--- src/rtl/core/htd_pkg.sv ---
// Shared types and constants of the tree-walk prefix-code decoder.
package htd_pkg;

  localparam logic [1:0] OP_LOAD   = 2'd0;
  localparam logic [1:0] OP_DECODE = 2'd1;
  localparam logic [1:0] OP_CLEAR  = 2'd2;

  localparam logic [1:0] ST_SYMBOL     = 2'd0;
  localparam logic [1:0] ST_BAD_PATH   = 2'd1;
  localparam logic [1:0] ST_STORE_FULL = 2'd2;

  localparam int         CMDQ_DEPTH = 2;
  localparam logic [3:0] BYTE_BITS  = 4'd8;

  typedef enum logic [1:0] {
    CMD_LOAD,
    CMD_DECODE,
    CMD_CLEAR,
    CMD_BAD_LEN
  } cmd_kind_t;

  typedef struct packed {
    cmd_kind_t   kind;
    logic [7:0]  symbol;
    logic [31:0] code_bits;
    logic [5:0]  code_length;
    logic [7:0]  data_byte;
    logic [3:0]  bit_count;
  } cmd_t;

  typedef enum logic [2:0] {
    S_IDLE,
    S_LOAD,
    S_LOAD_RD,
    S_DEC_RD,
    S_DEC,
    S_DEC_CHK,
    S_FLUSH
  } back_state_t;

endpackage

--- src/rtl/core/htd_front.sv ---
// Input side: accepts transactions, classifies them and queues commands for the walker.
module htd_front #(
  parameter int MAX_CODE_LEN = 32
) (
  input  logic             clk,
  input  logic             rst,
  input  logic             in_valid,
  output logic             in_stall,
  input  logic [1:0]       op,
  input  logic [7:0]       symbol,
  input  logic [31:0]      code_bits,
  input  logic [5:0]       code_length,
  input  logic [7:0]       data_byte,
  input  logic [3:0]       valid_bits,
  output logic             cmd_valid,
  output htd_pkg::cmd_t    cmd,
  input  logic             cmd_pop
);

  localparam int PTR_W = (htd_pkg::CMDQ_DEPTH > 1) ? $clog2(htd_pkg::CMDQ_DEPTH) : 1;
  localparam int CNT_W = $clog2(htd_pkg::CMDQ_DEPTH + 1);

  htd_pkg::cmd_t cmd_q [htd_pkg::CMDQ_DEPTH];
  logic [PTR_W-1:0] wr_ptr;
  logic [PTR_W-1:0] rd_ptr;
  logic [CNT_W-1:0] count;
  logic [CNT_W-1:0] count_next;

  htd_pkg::cmd_t in_cmd;
  logic          keep;
  logic          len_bad;
  logic          push;

  assign len_bad = (code_length == 6'd0) || ({1'b0, code_length} > 7'(MAX_CODE_LEN));

  always_comb begin
    in_cmd.symbol      = symbol;
    in_cmd.code_bits   = code_bits;
    in_cmd.code_length = code_length;
    in_cmd.data_byte   = data_byte;
    in_cmd.bit_count   = (valid_bits > htd_pkg::BYTE_BITS) ? htd_pkg::BYTE_BITS : valid_bits;
    case (op)
      htd_pkg::OP_LOAD: begin
        in_cmd.kind = len_bad ? htd_pkg::CMD_BAD_LEN : htd_pkg::CMD_LOAD;
        keep        = 1'b1;
      end
      htd_pkg::OP_DECODE: begin
        // A byte with no valid bits produces nothing, so it never reaches the walker.
        in_cmd.kind = htd_pkg::CMD_DECODE;
        keep        = (valid_bits != 4'd0);
      end
      htd_pkg::OP_CLEAR: begin
        in_cmd.kind = htd_pkg::CMD_CLEAR;
        keep        = 1'b1;
      end
      default: begin
        in_cmd.kind = htd_pkg::CMD_CLEAR;
        keep        = 1'b0;
      end
    endcase
  end

  assign in_stall  = (count == CNT_W'(htd_pkg::CMDQ_DEPTH));
  assign push      = in_valid && !in_stall && keep;
  assign cmd_valid = (count != '0);
  assign cmd       = cmd_q[rd_ptr];

  always_comb begin
    count_next = count;
    if (push && !cmd_pop) begin
      count_next = count + CNT_W'(1);
    end else if (!push && cmd_pop) begin
      count_next = count - CNT_W'(1);
    end
  end

  always_ff @(posedge clk) begin
    if (rst) begin
      wr_ptr <= '0;
      rd_ptr <= '0;
      count  <= '0;
    end else begin
      count <= count_next;
      if (push) begin
        wr_ptr <= (wr_ptr == PTR_W'(htd_pkg::CMDQ_DEPTH - 1)) ? '0 : wr_ptr + PTR_W'(1);
      end
      if (cmd_pop) begin
        rd_ptr <= (rd_ptr == PTR_W'(htd_pkg::CMDQ_DEPTH - 1)) ? '0 : rd_ptr + PTR_W'(1);
      end
    end
  end

  always_ff @(posedge clk) begin
    if (push) begin
      cmd_q[wr_ptr] <= in_cmd;
    end
  end

endmodule

--- config.mk ---
export PLATFORM = sky130hd
export DESIGN_NAME = htd_front
export DESIGN_NICKNAME = d
export VERILOG_FILES = /design/src/rtl/core/htd_pkg.sv /design/src/rtl/core/htd_front.sv
export SDC_FILE = /design/constraint.sdc
export NUM_CORES = 1
export LEC_CHECK = 0
export ABC_AREA = 1
export BUFFER_PORTS_ARGS = -buffer_cell sky130_fd_sc_hd__buf_2
export CAP_MARGIN = 25
export CORE_ASPECT_RATIO = 1.2
export CORE_MARGIN = 1
export CORE_UTILIZATION = 50
export DETAILED_ROUTE_END_ITERATION = 10
export MAX_ROUTING_LAYER = met4
export PLACE_DENSITY = 0.75
export RECOVER_POWER = 25
export SLEW_MARGIN = 25
export SYNTH_ARGS = -nofsm -noshare
export SYNTH_HDL_FRONTEND = slang
export SYNTH_SLANG_ARGS = --single-unit
--- constraint.sdc ---
create_clock -name clk -period 4 [get_ports clk]
set_input_delay 0 -clock clk [delete_from_list [all_inputs] [get_ports clk]]
set_output_delay 0 -clock clk [all_outputs]
set_load 0.02 [all_outputs]
* Yosys cells after proc, flatten, opt, wreduce, memory -nomap -nowiden
Memories as Yosys holds them, arrays and structs flattened. A register that Yosys moved wholly into a read port is not among the register bits.
Cells that the tools add are included.
** Operators by class
- Add/subtract/negate cells :: 4
- Order comparisons :: 2
- Equality and inequality tests :: 3
- Multiplexer cells :: 12
- Reductions and logical operators :: 14
** Operators by type and width (count)
- $gt 6x6->1 const B :: 1
- $logic_not 6->1 :: 1
- $mux 1 :: 6
- $mux 2 :: 3
- $eq 2x2->1 const B :: 2
- $gt 4x4->1 const B :: 1
- $logic_and 1x1->1 :: 4
- $mux 4 :: 1
- $pmux 2 s2 :: 1
- $reduce_bool 2->1 :: 2
- $reduce_bool 4->1 :: 1
- $logic_not 1->1 :: 3
- $add 1x1->1 const B :: 2
- $add 2x1->2 const B :: 1
- $eq 2x1->1 const B :: 1
- $logic_not 2->1 :: 1
- $pmux 1 s2 :: 1
- $reduce_or 2->1 :: 1
- $sub 2x1->2 const B :: 1
- $logic_or 1x1->1 :: 1
** Storage, ports and cells
- Register bits after elaboration :: 4
- Bits in writable memories :: 120
- Bits of input ports :: 64
- Output and inout port bits :: 62
- Logic and storage cells :: 39
- Memories :: 1
** Memories
- cmd_q :: words 2, width 60, rd ports 1, clocked after Yosys merged registers in 1, write ports 1, RTL line htd_front.sv:23 : htd_pkg::cmd_t cmd_q [htd_pkg::CMDQ_DEPTH];

* Logic depth before layout (Yosys ltp)
- Depth in word-level cells :: 8
- Depth in mapped cells :: 11
- Gate-level depth less buffers :: 11

* Least setup slack after synthesis
OpenSTA, ideal clock, no wires.
- Kind :: flip-flop to flip-flop
- Start :: register count[1]
- End :: memory cmd_q[0][0] (netlist bit), enable pin
- Library setup time :: 0.478 ns
- Arrival time :: 3.238 ns
- Data required time :: 3.522 ns
- Slack :: 0.284 ns
- Cell stages (with the launch flop) :: 6
- Buffers on the path :: 0
- Period minus slack after synthesis :: 3.716 ns
- Cell sequence :: dfxtp_1 inv_1 nor2_1 nor2_1 nand2_1 nor2_1
** Between the ends
- Longest elaborated chain between the ends :: 6
** RTL lines
- start, declared :: RTL line htd_front.sv:26 : logic [CNT_W-1:0] count;
- start signal, assigned :: RTL line htd_front.sv:83 : count <= count_next;
- $eq 2x2->1 :: RTL line htd_front.sv:63 : assign in_stall = (count == CNT_W'(htd_pkg::CMDQ_DEPTH));
- net in_stall :: RTL line htd_front.sv:8 : output logic in_stall,
- $logic_not 1->1 :: RTL line htd_front.sv:64 : assign push = in_valid && !in_stall && keep;
- $logic_and 1x1->1 (2 in series) :: RTL line htd_front.sv:64
- $mux 1 :: RTL line htd_front.sv:94 : if (push) begin
- $mux 1 (not written as such) :: RTL line htd_front.sv:95 : cmd_q[wr_ptr] <= in_cmd;
- end, declared :: RTL line htd_front.sv:23
The timed path passes the listed nets, and every way through them passes these cells.

* Worst setup path in the final report
- Start :: register count[1]
- End :: memory cmd_q[0][38] (netlist bit), enable pin
** Between the ends
- Longest elaborated chain between the ends :: 6
** RTL lines (RTL line)
- $eq 2x2->1 :: htd_front.sv:63
- $logic_not 1->1 :: htd_front.sv:64
- $logic_and 1x1->1 (2 in series) :: htd_front.sv:64
- $mux 1 :: htd_front.sv:94
- $mux 1 (not written as such) :: htd_front.sv:95
No other way between the ends.

==> results.md <==
- Outcome: completed
- Shortest period the worst path allows: roughly 2.1 ns
- H-tree depth: 4
- Violation count after the first detailed-routing iteration: 107
- Total Routing Usage GR: 0.1951
- # rows: 39
- Maximum vdd drop: 0.3444 mV
- Post-detailed-route DRC marker count: 0
- CP arrival: 2.19 ns
- Final setup skew: approximately 0.0057 ns
- Dpl hpwl: 5627 um
- Synthesis-stage register bit count: 125
- Floorplan Core Area: 9564 um2
- Commonest cells after routing, fill and taps aside: edfxtp_1 (120), buf_2 (96), dlygate4sd3_1 (62), mux2_4 (60), clkbuf_1 (30)
- Sink count of the clock tree: 125
- Number of warnings issued by yosys: 0
- Top cell type's share of synthesized area: 0.7258
- N_diodes: 0
- Number of nets in the final layout: 510
- Final Hold Viols: 0
- Critical Path Fanout Max: 32
- HP Class: input pin to flip-flop
- Die height: 111.2 um
- Area of the multi-input gates: roughly 1100 um2
- Clock buffers created by TritonCTS: 17
- Iteration count of the initial detailed-routing pass: 4
- Top post-synthesis cells by area: edfxtp_1 (73%), mux2_4 (18%), buf_12 (2.4%), dfxtp_1 (2.0%), nor2_1 (1.1%)
- Clk pin slew, worst setup/hold paths: 0.05 ns
- Maximum number of pins on one net before global-route repair: 52
- Clock buffer depth: 2
- Antenna violations before repair: 0
- Count of distinct cell types in the synthesized netlist: 17
- GP Congestion: 0.7028
- Total power: 3.649 mW
- Hold_ws: 0.01427 ns
- Area added between synthesis and finish: 38.46%
- Post-DP Area: between 5000 and 6000 um2
- Worst Max-Slew Pin Slew: 0.8662 ns
- Critical path start-end classification: flip-flop to flip-flop
- Average routed wire per standard cell: 15.87 um
- Worst-Skew Late Latency: 0.41 ns
- Number of cells upsized or downsized after cts: 0
- Final count of pins violating max slew: 0
- Crit. End Element: flip-flop
- Total grt overflow: 0
- Synthesized area per cell: 20.35 um2
- Detailed Route WL: between 9000 and 10000 um
- Cell at the root of the clock tree: clkbuf_16
- Count of antenna-violating nets left after detailed routing: 0
- CTS Hold Bufs: 62
- CP required: 4.10 ns
- Finished Core Util: 0.7187
- Final worst path period share: 0.5221
- Area of the die: 10330 um2
- Number of I/O pins: roughly 130
- Cell area after layout: 6874 um2
- Most common library cell in the layout ignoring fill and taps: edfxtp_1
- Via count: 2766
- Via/cell ratio: ~4.8
- Number of global-route vias before repair: around 2900
- Synthesized Nets: approximately 310
- Worst slew slack as a fraction of its limit: 0.4211
- Unrepaired setup endpoints after global routing: no
- # fillers: 640
- Post-CTS setup buffer count: 0
- Lkg Pwr: 2.754 nW
- Accumulated negative setup slack: 0 ns
- Sort of element at the start of the critical path: flip-flop
- Area of the mapped netlist: 4965 um2
- Library cell with the largest summed area after synthesis: edfxtp_1
- Wire length of the first global-routing pass: around 14000 um
- Die Width: 92.97 um
- Initial core utilization: 0.5191
- Sequential cell area fraction in the yosys report: 0.7460
- Synthesized instance count: 244
- Maximum clock frequency: 478.9 MHz
- Fraction of final layout cells with drive strength greater than 1: 0.4070
- Storage element area: approximately 3700 um2
- Max-cap violations: 0
- Number of endpoints failing setup at the final stage: 0
- Port Buffers: 125
- TritonCTS clock tree: yes
- Power per unit of standard cell area: 530.8 nW/um2
## routing by layer
layer	global-route usage	vias up	share of wire
met4	0.1108	0	0.029
met1	0.2001	1340	0.38
met2	0.3392	82	0.55
li1	-	1324	-
met3	0.04252	20	0.039
met5	-	-	0
## power breakdown
part	leakage [nW]	total [mW]	internal, mW	switching [mW]
registers	1.15	1.58	1.54	0.0377
clock network	0.293	1.57	1.09	0.487
logic	1.31	0.499	0.241	0.258
total	2.75	3.65	2.87	0.782
## path summary, 6_finish.rpt
path / slack (ns) / cells after the start / to / from
worst max-delay path: 1.91 / 6 / cmd_q[0][38]$_DFFE_PP_ / count[1]$_SDFFE_PP0P_
worst min-delay path: 0.01 / 3 / cmd_q[1][2]$_DFFE_PP_ / valid_bits[2]
worst max register to register: 1.91 / 6 / cmd_q[0][38]$_DFFE_PP_ / count[1]$_SDFFE_PP0P_
worst min register to register: 0.53 / 2 / rd_ptr$_SDFFE_PP0P_ / rd_ptr$_SDFFE_PP0P_
## worst max-delay path, cell delays in order (launching register included)
cell	delay, ns
dfxtp_1	0.31
inv_1	0.10
nor2_1	0.07
nor2_1	0.16
nand2_1	0.14
nor2_4	0.68
buf_12	0.30
## sequential cells by signal, summed over array words and instances (netlist names), named ones only
signal,cells
wr_ptr,1
rd_ptr,1
count,2
cmd_q,120
## cells by family after synthesis
family | share of synthesized area
compound gates | 0.008568
xor+xnor | 0.001764
fa+ha+maj | 0.002520
buf+inv | 0.03629
flops | 0.7460
mux | 0.1815
simple gates | 0.02344
## Yosys cell counts
| master | number |
|---|---|
| or2_0 | 1 |
| dfxtp_1 | 5 |
| ha_1 | 1 |
| a21oi_1 | 4 |
| inv_1 | 12 |
| nor2_1 | 15 |
| mux2_4 | 60 |
| a21boi_0 | 1 |
| buf_6 | 1 |
| edfxtp_1 | 120 |
| o21ai_0 | 3 |
| nand3_1 | 1 |
| xnor2_1 | 1 |
| nand3b_1 | 1 |
| clkbuf_1 | 1 |
| nand2_1 | 11 |
| buf_12 | 6 |
## final cells by class
| type | count | share of cell area |
|---|---|---|
| timing repair buffer | 190 | 0.1844 |
| clock buffer | 20 | 0.06352 |
| inverter | 12 | 0.006917 |
| sequential | 125 | 0.5393 |
| multi-input combinational | 99 | 0.1584 |
| tap | 123 | 0.02239 |
| clock inverter | 11 | 0.02512 |
## through the flow
| stage | std cells | setup WS (ns) |
|---|---|---|
| floorplan | 244 | 0.2845 |
| global placement | 486 | 1.826 |
| detailed placement | 487 | 1.903 |
| CTS | 580 | 1.875 |
| global route | 580 | 1.725 |
| finish | 580 | 1.912 |
No activity file was read; power rests on OpenSTA's default activity.
